==> src/rtl/wtc_ram.sv <==
// Generic single-port RAM with registered read.
`timescale 1ns / 1ps
`default_nettype none
module wtc_ram #(
  parameter int WIDTH = 8,
  parameter int DEPTH = 256
) (
  input  logic                     clk_i,
  input  logic                     we_i,
  input  logic [$clog2(DEPTH)-1:0] addr_i,
  input  logic [WIDTH-1:0]         wdata_i,
  output logic [WIDTH-1:0]         rdata_o
);

  logic [WIDTH-1:0] mem_q [DEPTH];

  always_ff @(posedge clk_i) begin
    if (we_i) begin
      mem_q[addr_i] <= wdata_i;
    end
    rdata_o <= mem_q[addr_i];
  end

endmodule
`default_nettype wire

==> config.mk <==
export PLATFORM = sky130hd
export DESIGN_NAME = wtc_ram
export DESIGN_NICKNAME = d
export VERILOG_FILES = /design/src/rtl/wtc_ram.sv
export SDC_FILE = /design/constraint.sdc
export NUM_CORES = 2
export LEC_CHECK = 0
export ABC_AREA = 1
export BUFFER_PORTS_ARGS = -buffer_cell sky130_fd_sc_hd__buf_2
export CORE_UTILIZATION = 45
export DETAILED_ROUTE_END_ITERATION = 8
export PLACE_DENSITY = 0.68
export SETUP_SLACK_MARGIN = 0.2
export SLEW_MARGIN = 10
export SYNTH_ARGS = -nofsm -noshare
export SYNTH_HDL_FRONTEND = slang
export SYNTH_SLANG_ARGS = --single-unit
export TNS_END_PERCENT = 30
==> constraint.sdc <==
create_clock -name clk_i -period 2.4 [get_ports clk_i]
set_clock_uncertainty 0.05 [all_clocks]
set_input_delay 0.12 -clock clk_i [delete_from_list [all_inputs] [get_ports clk_i]]
set_output_delay 0.12 -clock clk_i [all_outputs]
set_load 0.05 [all_outputs]
==> PnR_summary.wiki <==
{| class="wikitable"
! Metric !! Value
|-
| Result of the run || finished, final reports clean
|-
| Share of Yosys cell area claimed by the top area cell type || 72.5%
|-
| Num CTS Buffers || 199
|-
| Total count of max-transition violations in the final report || 0
|-
| Clock Pin Slew Worst Setup and Hold Paths || 0.06 ns
|-
| Library cells used by synthesis || 18
|-
| Number of levels in the clock H-tree || 4
|-
| Placement-stage worst setup slack || -0.469 ns
|-
| MaxCap Viol Count || 0
|-
| Largest fanout on the critical path || 1
|-
| Leading post-synthesis cells by instance count || nand2_1 (4770), edfxtp_1 (2048), nor2_1 (361), nand3_1 (188), buf_2 (182)
|-
| Sequential-to-total area share from yosys stat || 72.7%
|-
| Sequential cell area || 0.0617 mm2
|-
| Kind of launch point of the worst setup path || flop
|-
| Fraction of layout instances using a drive strength above 1 || 10.6%
|-
| Fin nets || 8451
|-
| Starting density of the core || 45.2%
|-
| Setup TNS || 0 ns
|-
| Total of warnings raised by yosys || 0
|-
| Max Root-Sink Buffers || 3
|-
| Post-DP HPWL || 138000 um
|-
| Critical path arrival || 2.95 ns
|-
| Unrepaired setup endpoints after global routing || yes
|-
| Static power due to leakage || 39.8 nW
|-
| Post-route cell area || 0.0986 mm2
|-
| Fill cell total of the finished layout || 15800
|-
| Pwr/cell area || 762 mW/mm2
|-
| Min-delay worst type || primary input to flop
|-
| Avg Inst Size Synth || 10.6 um2
|-
| Post-detailed-routing wire length || 225000 um
|-
| Synthesized cell area || 0.0849 mm2
|-
| Synth Register Bits || 2056
|-
| Placeable Area || 0.188 mm2
|-
| Wire length of the first global-routing pass || 340000 um
|-
| Number of sinks on the clock net || 2056
|-
| Maximum number of pins on one net before global-route repair || 105
|-
| GRT Util Overall || 23.6%
|-
| Max Clock Freq || 0.435 GHz
|-
| Clock Root Buffer || clkbuf_16
|-
| Post-synthesis instance total || 8021
|-
| Critical path required time || 3.05 ns
|-
| Number of antenna violations at the first check in global routing || 5
|-
| Die Y-Extent || 436 um
|-
| Area used by multi-input combinational logic || 0.0213 mm2
|-
| Minimum hold slack || 0.0456 ns
|-
| Number of top-level design ports || 26
|-
| Placed Area || 0.0921 mm2
|-
| Post-CTS repair timing setup buffer count || 0
|-
| Count leader, synth || nand2_1
|-
| Number of enable flip-flop cells after synthesis || 2048
|-
| Total gr overflow || 0
|-
| Vias after detailed routing || 58100
|-
| Die outline area || 0.190 mm2
|-
| # DRC || 0
|-
| Cell taking the most area after synthesis || edfxtp_1
|-
| Post-DR wirelength/cell || 20.3 um
|-
| Post-route antenna net violation count || 0
|-
| Area growth, synth to finish || 16.2%
|-
| Proportion of register bits with asynchronous set or reset after synthesis || 0%
|-
| CTS tree || built
|-
| Worst-Skew Late Latency || 0.86 ns
|-
| Standard-cell row count || 159
|-
| Start-to-end type of the worst setup path || flop to flop
|-
| Vias in the first global route || 56400
|-
| Number of instances in the placed design || 10700
|-
| Port Buffers || 25
|-
| Critical path endpoint category || flop
|-
| Final standard cell count with taps included and fillers excluded || 11100
|-
| Nets in the synthesized netlist || 8039
|-
| Worst IR Drop VDD || 0.779 mV
|-
| Share of the cycle needed by the critical path after routing || 95.7%
|-
| First drt pass iteration count || 8
|-
| Via count normalized by instance count || 5.24
|-
| Most used flip-flop cell after synthesis || edfxtp_1
|-
| Minimum period implied by the final worst setup slack || 2.30 ns
|-
| Violation count after the first detailed-routing iteration || 6743
|-
| Slew margin rel. || 39.5%
|-
| Slack of the critical path || 0.102 ns
|-
| # setup viols final || 0
|-
| Worst slew pin tran || 0.905 ns
|-
| Die width || 436 um
|-
| Placer's final routability congestion estimate || 0.898
|-
| Top post-synthesis cells by area || edfxtp_1 (72%), nand2_1 (21%), nor2_1 (1.6%)
|-
| Final count of hold timing violations || 0
|}
==> power by group <==
group / total (mW) / internal (mW) / switching, mW
combinational: 4.72 / 1.28 / 3.44
sequential: 39.6 / 39.6 / 0.0430
clock: 30.9 / 17.4 / 13.5
==> through the flow <==
step                      utilization [%]  power [mW]
after floorplan                         -        42.7
after global placement               49.1        45.0
after detailed placement             49.1        45.0
after CTS                            52.6        75.5
after global routing                 52.6        77.3
final                                52.6        75.2
==> timing repair <==
item / in CTS / in global routing
gates cloned: 0 / 0
endpoints found under the setup margin: 5 / 6
pin swaps: 0 / 0
resized for setup: 3 / 3
hold buffers: 10 / 0
hold endpoints to repair: 1781 / 0
==> flip-flops by register name, indices dropped and copies added (netlist names) <==
register / count
mem_q: 2048
rdata_o: 8
==> logic make-up (layout without fill, tap and decap cells) <==
kind of cell / after synthesis / count (layout) / synth area share, %
AND/OR/NAND/NOR: 5321 / 5321 / 23.8
AO/OA/AOI/OAI: 192 / 192 / 1.13
buffers and inverters: 452 / 1024 / 2.36
other: 0 / 2 / 0
flip-flops: 2056 / 2056 / 72.7
==> per-layer routing <==
layer | vias up | GRT usage [%] | wire length, um
met5 | - | 0.302 | 104
met4 | 6 | 9.88 | 9790
met3 | 484 | 4.07 | 19900
met2 | 2584 | 38.3 | 107000
met1 | 27900 | 31.2 | 88900
li1 | 27200 | - | -
==> critical path, cell delays in order (launching register included) <==
cell,delay (ns)
edfxtp_1,0.36
nand2_1,0.08
nand2_1,0.05
nand2_1,0.05
nand3_1,0.10
nand2_1,0.08
nand2_1,0.10
o21ai_1,0.26
nand2_1,0.22
nor2_1,0.16
nor2_1,0.07
nor2_1,0.44
nand2_1,0.13
==> final timing paths <==
| path | from | to | slack (ns) | depth (start not counted) |
|---|---|---|---|---|
| min reg2reg | mem_q[202][6] | rdata_o[6] | 0.91 | 10 |
| min | addr_i[6] | rdata_o[6] | 0.05 | 6 |
| max | mem_q[125][6] | rdata_o[6] | 0.10 | 12 |
| max reg2reg | mem_q[125][6] | rdata_o[6] | 0.10 | 12 |
==> layout by cell type, fill, tap and decap left out <==
master            n
a21oi_1          32
buf_12           98
buf_2            15
buf_4           495
buf_8            10
bufinv_16        17
clkbuf_1         54
clkbuf_16       200
clkbuf_8          6
clkinv_1         32
clkinv_16         7
clkinv_2         30
clkinv_4          1
clkinv_8          2
clkinvlp_4        6
dfxtp_1           8
diode_2           2
dlygate4sd3_1    10
edfxtp_1       2048
inv_1            29
inv_16            2
inv_2             1
inv_4             2
inv_6             6
inv_8             1
nand2_1        4766
nand2_2           4
nand2_4           1
nand3_1         188
nor2_1          352
nor2_2            3
nor2_4            6
nor2_8            1
o21ai_0          41
o21ai_1         118
o21ai_2           1
==> layout make-up <==
class	instances	area share, %
multi-input combinational	5513	21.6
clock buffer	260	5.36
clock inverter	101	1.16
sequential	2056	62.5
inverter	35	0.167
tap	2495	3.16
timing repair buffer	628	6.09
antenna	2	0.00507
Power figures use the tool's default switching activity.
