File: config.mk
export PLATFORM = sky130hd
export DESIGN_NAME = wtc_mul
export DESIGN_NICKNAME = d
export VERILOG_FILES = /design/src/rtl/wtc_pkg.sv /design/src/rtl/wtc_mul.sv
export SDC_FILE = /design/constraint.sdc
export NUM_CORES = 1
export LEC_CHECK = 0
export ABC_AREA = 0
export BUFFER_PORTS_ARGS = -buffer_cell sky130_fd_sc_hd__buf_2
export CAP_MARGIN = 20
export CORE_MARGIN = 3
export CORE_UTILIZATION = 58
export CTS_CLUSTER_DIAMETER = 200
export DETAILED_ROUTE_END_ITERATION = 10
export GPL_ROUTABILITY_DRIVEN = 1
export PLACE_DENSITY = 0.82
export SLEW_MARGIN = 10
export SYNTH_ARGS = -nofsm -noshare
export SYNTH_HDL_FRONTEND = slang
export SYNTH_SLANG_ARGS = --single-unit
File: constraint.sdc
create_clock -name clk_i -period 5.5 [get_ports clk_i]
set_input_delay 1.1 -clock clk_i [delete_from_list [all_inputs] [get_ports clk_i]]
set_output_delay 1.1 -clock clk_i [all_outputs]
set_load 0.02 [all_outputs]
File: src/rtl/wtc_pkg.sv
// Shared constants and types of the window template correlation block.
`timescale 1ns / 1ps
`default_nettype none
package wtc_pkg;

  // Store sizes
  localparam int MAX_WIDTH   = 256;
  localparam int MAX_HEIGHT  = 256;
  localparam int MAX_SIDE    = 16;
  localparam int FRAME_XW    = $clog2(MAX_WIDTH);
  localparam int FRAME_YW    = $clog2(MAX_HEIGHT);
  localparam int FRAME_DEPTH = MAX_WIDTH * MAX_HEIGHT;
  localparam int TAP_DEPTH   = MAX_SIDE * MAX_SIDE;
  localparam int TAP_AW      = $clog2(TAP_DEPTH);

  // Datapath widths
  localparam int MUL_AW  = 48;   // multiplier operand (iterated bit by bit)
  localparam int MUL_PW  = 96;   // multiplicand and product
  localparam int SRCH_W  = 128;  // root search compare width
  localparam int CORR_W  = 16;
  localparam int CORR_BW = $clog2(CORR_W);

  typedef enum logic [1:0] {
    FUNC_WR_PIXEL = 2'd0,
    FUNC_WR_TAP   = 2'd1,
    FUNC_QUERY    = 2'd2
  } func_e;

  typedef enum logic [1:0] {
    REG_FRAME_WIDTH     = 2'd0,
    REG_FRAME_HEIGHT    = 2'd1,
    REG_WINDOW_SIDE     = 2'd2,
    REG_MATCH_THRESHOLD = 2'd3
  } cfg_reg_e;

  typedef enum logic [3:0] {
    ST_IDLE,
    ST_SCAN,
    ST_DRAIN,
    ST_MUL_LP,
    ST_MUL_SC,
    ST_MUL_LQ,
    ST_MUL_SS,
    ST_MUL_LK,
    ST_CHECK,
    ST_MUL_DEN,
    ST_MUL_NSQ,
    ST_SEARCH,
    ST_DONE
  } state_e;

  typedef enum logic [1:0] {
    PH_CROSS,
    PH_SQUARE,
    PH_TEST
  } phase_e;

endpackage
`default_nettype wire

File: src/rtl/wtc_mul.sv
// Shared shift-add multiplier, one multiplier bit per cycle.
`timescale 1ns / 1ps
`default_nettype none
module wtc_mul (
  input  logic                      clk_i,
  input  logic                      rst_ni,
  input  logic                      start_i,
  input  logic [wtc_pkg::MUL_AW-1:0] mplier_i,
  input  logic [wtc_pkg::MUL_PW-1:0] mcand_i,
  output logic                      done_o,
  output logic [wtc_pkg::MUL_PW-1:0] prod_o
);

  logic                       run_q;
  logic [wtc_pkg::MUL_AW-1:0] a_q;
  logic [wtc_pkg::MUL_PW-1:0] b_q;
  logic [wtc_pkg::MUL_PW-1:0] acc_q;

  // run ends once the multiplier has no set bits left
  always_ff @(posedge clk_i or negedge rst_ni) begin
    if (!rst_ni) begin
      run_q <= 1'b0;
    end else if (start_i) begin
      run_q <= 1'b1;
    end else if (a_q == '0) begin
      run_q <= 1'b0;
    end
  end

  // modular add keeps a signed multiplicand correct
  always_ff @(posedge clk_i) begin
    if (start_i) begin
      a_q   <= mplier_i;
      b_q   <= mcand_i;
      acc_q <= '0;
    end else if (run_q && a_q != '0) begin
      if (a_q[0]) begin
        acc_q <= acc_q + b_q;
      end
      a_q <= a_q >> 1;
      b_q <= b_q << 1;
    end
  end

  assign done_o = run_q && (a_q == '0) && !start_i;
  assign prod_o = acc_q;

endmodule
`default_nettype wire

==> reports/metrics.csv <==
metric,value,unit
status,completed,
antenna_left,0,
grt_use_met3,6.29,%
r2r_cells,12,
start_util,59.6,%
relSlewSlack,32.1,%
regToRegSetupSlack,1.62,ns
cts_setup_buffers,0,
grt_usage,27.4,%
synth.cell_area,0.0152,mm^2
internal-power,4710,uW
crit_path_start,b_q[1],
rows,58,
cts_tree,yes,
syn_nets,1810,
arrival,4.30,ns
synthFlopType,edfxtp_1,
dp_hpwl,29300,um
vias,12800,
clockPowerShare,23.6,%
synth.avg_cell_area,9.70,um^2
grt_max_degree,108,
postSynthCellCount,1567,
clkSlewWorstSetupHoldPaths,0.06,ns
insertion_delay,0.54,ns
power_leakage,0.00754,uW
clock-sinks,241,
final_cell_mix,"242 x buf_2, 196 x a21oi_1, 174 x nand2_1",
crit_chain,"ha_1, a21oi_1, and4b_1, o21ai_0, nand3_1, a31oi_1, o41ai_1, a21oi_1, o21ai_0, a21oi_1, xnor2_1, a22o_1",
htree_levels,1,
regArea,0.00627,mm^2
drv_cap,0,
gp_congestion,0.948,
core,0.0255,mm^2
cts_root_buffer,clkbuf_16,
hold_buffers,0,
rsz0062_at_grt,false,
multi_input_area,0.00848,mm^2
grt_use_met1,36.6,%
die_h,168,um
slew_violations,0,
switching_share,39.1,%
crit_top_cell,a21oi_1,
antenna_found_initial,6,
power_switching,3030,uW
dpl_worst_slack,1.66,ns
fin_crit_sh,70.5,%
yosys_warnings,0,
crit_slowest_cell,a31oi_1,
synth_seq_cells,241,
layout_commonest_cell,buf_2,
wl,40200,um
fin_nets,1999,
clock_path_buffers,3,
cp_num_buf_inv,0,
pwr-share-seq,32.3,%
io_buffer_count,243,
worst_pin_slew,1.02,ns
fp.dieW,168,um
fill_cells,1985,
ioPinCount,244,
peakVddDrop,0.000351,V
r2r-start,b_q[1],
firstDrtPassIters,6,
area_growth,15.0,%
dieArea,0.0282,mm^2
start_kind,register,
drive_above_1_share,25.5,%
critPathRequiredTime,5.92,ns
gr-total-overflow,0,
numCtsBuffers,26,
p_comb_share,44.1,%
setup-violations-final,0,
endpoint_kind,register,
critical_path_class,register to register,
finalCriticalPeriod,3.88,ns
grt_pass1_vias,12600,
routed_via_density,6.09,
timing.fmax,0.258,GHz
cp_max_fo,4,
cellPowerDensity,443,mW/mm^2
skew,0.0123,ns
wl_per_cell,19.1,um
slowest_delay,0.60,ns
async_flop_share,0.415,%
ctsResizeCount,0,
grt_pass1_wl,64600,um
r2r-end,prod_o[53],
final.setup.worst_slack,1.62,ns
synth_cell_types,67,
drt-initial-drc-count,894,
finalHoldViolCount,0,
grt.busiest_layer,met2,
met2_usage,44.7,%
path_delay_family,compound AO/OA/AOI/OAI gates,
post-route-util,68.6,%
seq_area_frac_synth,41.3,%
fin_setup_tns,0,ns
drc,0,
synth-edff-count,144,
hold_path.class,input pin to asynchronous set/reset pin,
## synth_stat cells, types with 5 or more instances
cell	number	area [um^2]
mux2_2	143	1610
edfxtp_1	144	4320
ha_1	95	1190
a31oi_1	15	93.8
buf_1	9	33.8
a22o_1	36	315
clkbuf_1	81	304
o21a_1	12	90.1
nor3_1	13	65.1
nand2b_1	5	31.3
o21bai_1	33	248
xor2_1	26	228
inv_1	31	116
xnor2_1	58	508
and2_1	8	50.1
o31ai_1	7	52.6
a211oi_1	9	67.6
nand4_1	44	275
nand2_1	175	657
a21o_1	49	368
nor2_1	85	319
o211ai_1	5	37.5
o21ai_0	67	335
dfxtp_1	96	1920
nor4_1	16	100
or2_2	6	37.5
a21oi_1	196	981
or3_1	9	56.3
nor2b_1	14	87.6
and3_1	7	43.8
nand3_1	13	65.1
## cell type report
type,instances,area share [%]
inverters,31,0.666
clock inverters,5,0.573
flip-flops and latches,241,35.9
clock buffers,43,4.50
repair buffers,251,7.43
diodes,1,0.0143
well taps,330,2.36
multi-input cells,1205,48.6
## state kept, by name, indices dropped and copies added, names as in the netlist
| register | count |
|---|---|
| b_q | 96 |
| prod_o | 96 |
| a_q | 48 |
| run_q | 1 |
## layer usage
| layer | wire, um | up-vias |
|---|---|---|
| li1 | - | 6225 |
| met1 | 17000 | 6000 |
| met2 | 18300 | 492 |
| met3 | 3460 | 101 |
| met4 | 1320 | 10 |
| met5 | 64 | - |
## worst reg2reg max path, stage by stage, from the launching register on
cell and delay [ns]:
edfxtp_1 0.45, ha_1 0.30, a21oi_1 0.26, and4b_1 0.26
o21ai_0 0.28, nand3_1 0.19, a31oi_1 0.60, o41ai_1 0.24
a21oi_1 0.43, o21ai_0 0.24, a21oi_1 0.25, xnor2_1 0.08
a22o_1 0.19
## power groups by stage
stage / clock [uW] / sequential [uW] / combinational [uW]
CTS: 1850 / 2490 / 3370
finish: 1820 / 2500 / 3410
global route: 1910 / 2530 / 3760
detailed placement: 0 / 2530 / 3340
global placement: 0 / 2510 / 3290
floorplan: 0 / 2700 / 2280
## stage by stage
step	area, um^2	hold slack, ns	power, uW	cells
floorplan	15200	0.501	4980	1567
global placement	16600	0.454	5800	2058
detailed placement	16600	0.466	5870	2058
CTS	17500	0.310	7720	2106
global route	17500	0.307	8200	2107
finish	17500	0.329	7730	2107
## worst max path at each step
stage / endpoint / cells after the start
floorplan: a_q[0] / 4
global placement: prod_o[92] / 12
detailed placement: prod_o[92] / 13
CTS: prod_o[92] / 13
global route: prod_o[92] / 13
finish: prod_o[53] / 12
## kinds of logic after synthesis
family                   after synthesis  share of synthesized area [%]
AND/OR/NAND/NOR                      406                           12.4
XOR/XNOR                              84                           4.84
buffers and inverters                121                           2.99
flip-flops                           241                           41.3
multiplexers                         146                           10.8
AO/OA/AOI/OAI                        473                           19.8
adder cells (fa/ha/maj)               96                           7.96
Note: power is estimated with default switching activity, not from simulation.
