## config.mk

```make
export PLATFORM = sky130hd
export DESIGN_NAME = wtc_search
export DESIGN_NICKNAME = d
export VERILOG_FILES = /design/src/rtl/wtc_pkg.sv /design/src/rtl/wtc_search.sv
export SDC_FILE = /design/constraint.sdc
export NUM_CORES = 2
export LEC_CHECK = 0
export ABC_AREA = 0
export BUFFER_PORTS_ARGS = -buffer_cell sky130_fd_sc_hd__buf_2
export CORE_UTILIZATION = 35
export CTS_CLUSTER_DIAMETER = 50
export DETAILED_ROUTE_END_ITERATION = 12
export GPL_TIMING_DRIVEN = 0
export PLACE_DENSITY = 0.52
export SLEW_MARGIN = 20
export SYNTH_ARGS = -nofsm -noshare
export SYNTH_HDL_FRONTEND = slang
export SYNTH_SLANG_ARGS = --single-unit
export TNS_END_PERCENT = 5
```

## constraint.sdc

```tcl
create_clock -name clk_i -period 17.8 [get_ports clk_i]
set_input_delay 1.78 -clock clk_i [delete_from_list [all_inputs] [get_ports clk_i]]
set_output_delay 1.78 -clock clk_i [all_outputs]
set_load 0.1 [all_outputs]
```

## src/rtl/wtc_pkg.sv

```systemverilog
// Shared constants and types of the window template correlation block.
`timescale 1ns / 1ps
`default_nettype none
package wtc_pkg;

  // Store sizes
  localparam int MAX_WIDTH   = 256;
  localparam int MAX_HEIGHT  = 256;
  localparam int MAX_SIDE    = 16;
  localparam int FRAME_XW    = $clog2(MAX_WIDTH);
  localparam int FRAME_YW    = $clog2(MAX_HEIGHT);
  localparam int FRAME_DEPTH = MAX_WIDTH * MAX_HEIGHT;
  localparam int TAP_DEPTH   = MAX_SIDE * MAX_SIDE;
  localparam int TAP_AW      = $clog2(TAP_DEPTH);

  // Datapath widths
  localparam int MUL_AW  = 48;   // multiplier operand (iterated bit by bit)
  localparam int MUL_PW  = 96;   // multiplicand and product
  localparam int SRCH_W  = 128;  // root search compare width
  localparam int CORR_W  = 16;
  localparam int CORR_BW = $clog2(CORR_W);

  typedef enum logic [1:0] {
    FUNC_WR_PIXEL = 2'd0,
    FUNC_WR_TAP   = 2'd1,
    FUNC_QUERY    = 2'd2
  } func_e;

  typedef enum logic [1:0] {
    REG_FRAME_WIDTH     = 2'd0,
    REG_FRAME_HEIGHT    = 2'd1,
    REG_WINDOW_SIDE     = 2'd2,
    REG_MATCH_THRESHOLD = 2'd3
  } cfg_reg_e;

  typedef enum logic [3:0] {
    ST_IDLE,
    ST_SCAN,
    ST_DRAIN,
    ST_MUL_LP,
    ST_MUL_SC,
    ST_MUL_LQ,
    ST_MUL_SS,
    ST_MUL_LK,
    ST_CHECK,
    ST_MUL_DEN,
    ST_MUL_NSQ,
    ST_SEARCH,
    ST_DONE
  } state_e;

  typedef enum logic [1:0] {
    PH_CROSS,
    PH_SQUARE,
    PH_TEST
  } phase_e;

endpackage
`default_nettype wire

```

## src/rtl/wtc_search.sv

```systemverilog
// Bit-by-bit search for the largest q with q*q*den <= target.
`timescale 1ns / 1ps
`default_nettype none
module wtc_search (
  input  logic                       clk_i,
  input  logic                       rst_ni,
  input  logic                       start_i,
  input  logic [wtc_pkg::SRCH_W-1:0] den_i,
  input  logic [wtc_pkg::SRCH_W-1:0] target_i,
  output logic                       done_o,
  output logic [wtc_pkg::CORR_W-1:0] corr_o
);

  logic                        run_q;
  logic                        done_q;
  logic [wtc_pkg::CORR_BW-1:0] bit_q;
  wtc_pkg::phase_e             phase_q;
  logic [wtc_pkg::SRCH_W-1:0]  d2_q;   // corr^2 * den
  logic [wtc_pkg::SRCH_W-1:0]  d1_q;   // corr * den
  logic [wtc_pkg::SRCH_W-1:0]  tmp_q;
  logic [wtc_pkg::SRCH_W-1:0]  den_q;
  logic [wtc_pkg::SRCH_W-1:0]  tgt_q;
  logic [wtc_pkg::CORR_W-1:0]  corr_q;

  // control
  always_ff @(posedge clk_i or negedge rst_ni) begin
    if (!rst_ni) begin
      run_q   <= 1'b0;
      done_q  <= 1'b0;
      bit_q   <= '0;
      phase_q <= wtc_pkg::PH_CROSS;
    end else begin
      done_q <= 1'b0;
      if (start_i) begin
        run_q   <= 1'b1;
        bit_q   <= wtc_pkg::CORR_BW'(wtc_pkg::CORR_W - 1);
        phase_q <= wtc_pkg::PH_CROSS;
      end else if (run_q) begin
        case (phase_q)
          wtc_pkg::PH_CROSS:  phase_q <= wtc_pkg::PH_SQUARE;
          wtc_pkg::PH_SQUARE: phase_q <= wtc_pkg::PH_TEST;
          default: begin
            phase_q <= wtc_pkg::PH_CROSS;
            if (bit_q == '0) begin
              run_q  <= 1'b0;
              done_q <= 1'b1;
            end else begin
              bit_q <= bit_q - 1'b1;
            end
          end
        endcase
      end
    end
  end

  // (corr + 2^k)^2 den = d2 + d1*2^(k+1) + den*2^(2k)
  always_ff @(posedge clk_i) begin
    if (start_i) begin
      d2_q   <= '0;
      d1_q   <= '0;
      corr_q <= '0;
      den_q  <= den_i;
      tgt_q  <= target_i;
    end else if (run_q) begin
      case (phase_q)
        wtc_pkg::PH_CROSS:  tmp_q <= d2_q + (d1_q << ({1'b0, bit_q} + 1'b1));
        wtc_pkg::PH_SQUARE: tmp_q <= tmp_q + (den_q << {bit_q, 1'b0});
        default: begin
          if (tmp_q <= tgt_q) begin
            d2_q          <= tmp_q;
            d1_q          <= d1_q + (den_q << bit_q);
            corr_q[bit_q] <= 1'b1;
          end
        end
      endcase
    end
  end

  assign done_o = done_q;
  assign corr_o = corr_q;

endmodule
`default_nettype wire

```

==> impl_metrics.tcl <==
set metrics [dict create \
    status "finished clean" \
    cp_num_buf_inv 11 \
    grt_max_degree 91 \
    synth-seq-area-share_pct 25.3 \
    postSynth.asyncResetShare_pct 1.20 \
    final.min_clock_period_ns 13.79 \
    area_delta_synth_final_pct 12.5 \
    clk_pin_slew_ns 0.06 \
    synth_top_family_by_area "compound AO/OA/AOI/OAI gates" \
    io_pins 276 \
    via_per_inst 6.12 \
    final_area_um2 76200 \
    fmax_mhz 72.5 \
    post_cts_buffers 0 \
    p_total_mw 8.74 \
    n_fill_cell 19800 \
    synth_compound_area_share_pct 21.5 \
    synthTopCellsByArea "edfxtp_1 17%, mux2i_1 14%, ha_1 9.5%" \
    synth_area_leader_cell "edfxtp_1" \
    track_usage_pct 34.2 \
    drt_pass1_iterations 8 \
    cts_tree "done" \
    path_max_fanout 11 \
    synth_fp_nets 9006 \
    antenna_left 0 \
    fin_crit_sh_pct 77.5 \
    antenna_found_initial 36 \
    final_cell_mix "993 x nand2_1, 931 x mux2i_1, 825 x a21oi_1" \
    ys.flop_type "edfxtp_1" \
    cts-htree-levels 3 \
    die-area_um2 195000 \
    synth.distinct_cells 92 \
    chipWidth_um 442 \
    worstMarginPinSlew_ns 1.31 \
    rsz0062_at_grt "no" \
    slew_headroom_pct 11.9 \
    grt_first_pass_wirelength_mm 479 \
    ys_ff_latch 664 \
    max_cap_viol_count 0 \
    die_height_um 442 \
    synth-warning-count 0 \
    critPathCaptureType "register" \
    hold_viol 0 \
    synth_top_area_share_pct 17.0 \
    place_hpwl_mm 295 \
    rows 161 \
    startpoint_type "register" \
    core_area_um2 192000 \
    critPathSlowestCell "clkbuf_1" \
    clk_latency_ns 0.81 \
    synth.area.mux_share_pct 18.5 \
    tns_ns 0 \
    critPathMaxStageDelay_ns 0.89 \
    cpLargestDelayFamily "buffers and inverters" \
    drive_gt1_share_pct 9.08 \
    drtIter0Drc 8415 \
    slew_viol_final 0 \
    crit_type "reg2reg" \
    power.density_nw_per_um2 115 \
    portBuffers 275 \
    utilization_pct 39.6 \
    gp_congestion 1.07 \
    num_vias 68800 \
    cts_resized 0 \
    cp_common_cell "clkbuf_1" \
    synth-simple-area-share_pct 15.9 \
    clock_path_buffers 3 \
    postSynthCellCount 8231 \
    synth.cell_area_um2 67800 \
    placed_area_um2 72600 \
    hold_buffers 0 \
    cellLeakagePower_nw 35.6 \
    cp.required_ns 18.35 \
    ir_worst_vdd_mv 0.0816 \
    grt_pass1_vias 64800 \
    hp-class "reg2reg" \
    synth_fa_ha_area_share_pct 9.56 \
    synth_area_per_cell_um2 8.23 \
    initial_core_util_pct 35.2 \
    synth_edf_count 384 \
    nNetsFinal 9397 \
    critPathArrivalTime_ns 14.34 \
    final_common_cell "nand2_1" \
    routed_wirelength_mm 350 \
    drc 0 \
    synth_xor_area_share_pct 4.64 \
    overflow 0 \
    cts.sinks 664 \
    setup_violations 0 \
    drt-wirelength-per-cell_um 31.1 \
    cts_made_buffers 104 \
    clockRootBuffer "clkbuf_16" \
    clock_skew_ns 0.0439 \
]
-- worst reg2reg max path: cells and delay by family, from the launching register on --
kind	cells	cell delay, ns
and+or+nand+nor	5	1.26
AOI/OAI and AO/OA	10	3.98
DFF	1	0.54
buffers and inverters	11	6.65
adders and majority gates	2	0.92
xor gates and xnor gates	1	0.17
-- synthesized netlist by cell type (46+ instances only) --
master and instances:
o21ai_0 691, edfxtp_1 384, xnor2_1 226, a31oi_1 77, mux2i_1 931, nor2_1 622, a21oi_1 826, o21a_1 91
buf_2 46, nor3_1 102, a21o_1 267, ha_1 513, nand4_1 215, xor2_1 133, buf_1 82, nand3_1 86
inv_1 252, nand2b_1 139, clkbuf_1 405, dfxtp_1 272, nand2_1 993, o21bai_1 109, mux4_2 129, o211ai_1 47
-- flip-flops by register name, indices dropped and copies added, names as in the netlist --
register  count
corr_o       16
d1_q        128
tgt_q       128
bit_q         4
done_o        1
phase_q       2
tmp_q       128
den_q       128
run_q         1
d2_q        128
-- power breakdown --
part | leakage, nW | switching, mW | internal, mW
registers | 6.07 | 0.280 | 1.84
logic | 27.8 | 3.06 | 1.44
clock network | 1.75 | 0.891 | 1.23
-- stage by stage --
stage / hold slack (ns) / cells / worst slack [ns]
2_1_floorplan: 0.448 / 8231 / 9.29
3_3_place_gp: 0.456 / 11000 / 1.80
3_5_place_dp: 0.460 / 11000 / 4.51
4_1_cts: 0.468 / 11200 / 4.43
5_1_grt: 0.488 / 11200 / 4.10
6_report: 0.468 / 11300 / 4.01
-- area by class of cell --
class	count	area [µm²]	share of cell area, %
Tap cell	2526	3160	4.15
Clock buffer	124	2790	3.66
Timing Repair Buffer	285	1580	2.07
Buffer	540	2160	2.83
Multi-Input combinational cell	6773	47600	62.4
Antenna cell	13	32.5	0.0427
Inverter	254	953	1.25
Sequential cell	664	17200	22.5
Clock inverter	73	806	1.06
-- cell families after synthesis --
family          after synthesis
compound gates             2427
xor+xnor                    359
fa+ha+maj                   516
buf+inv                     794
flops                       664
mux                        1090
simple gates               2381
-- per-layer routing --
layer | global-route usage (%) | part of all wire (%)
met5 | 0 | 0.013
met4 | 17.9 | 5.8
met3 | 5.50 | 8.1
met2 | 50.1 | 42
met1 | 47.9 | 45
-- path summary, 6_finish.rpt --
check                           startpoint    endpoint  slack [ns]  depth (start not counted)
worst max-delay path              bit_q[1]  tmp_q[127]        4.01                         29
worst min-delay path             d2_q[127]   d2_q[127]        0.47                          2
max in group asynchronous           rst_ni    bit_q[2]       16.79                          1
worst min register to register   d2_q[127]   d2_q[127]        0.47                          2
min in group asynchronous           rst_ni      done_o        0.81                          1
worst max register to register    bit_q[1]  tmp_q[127]        4.01                         29
Note: power is estimated with default switching activity, not from simulation.
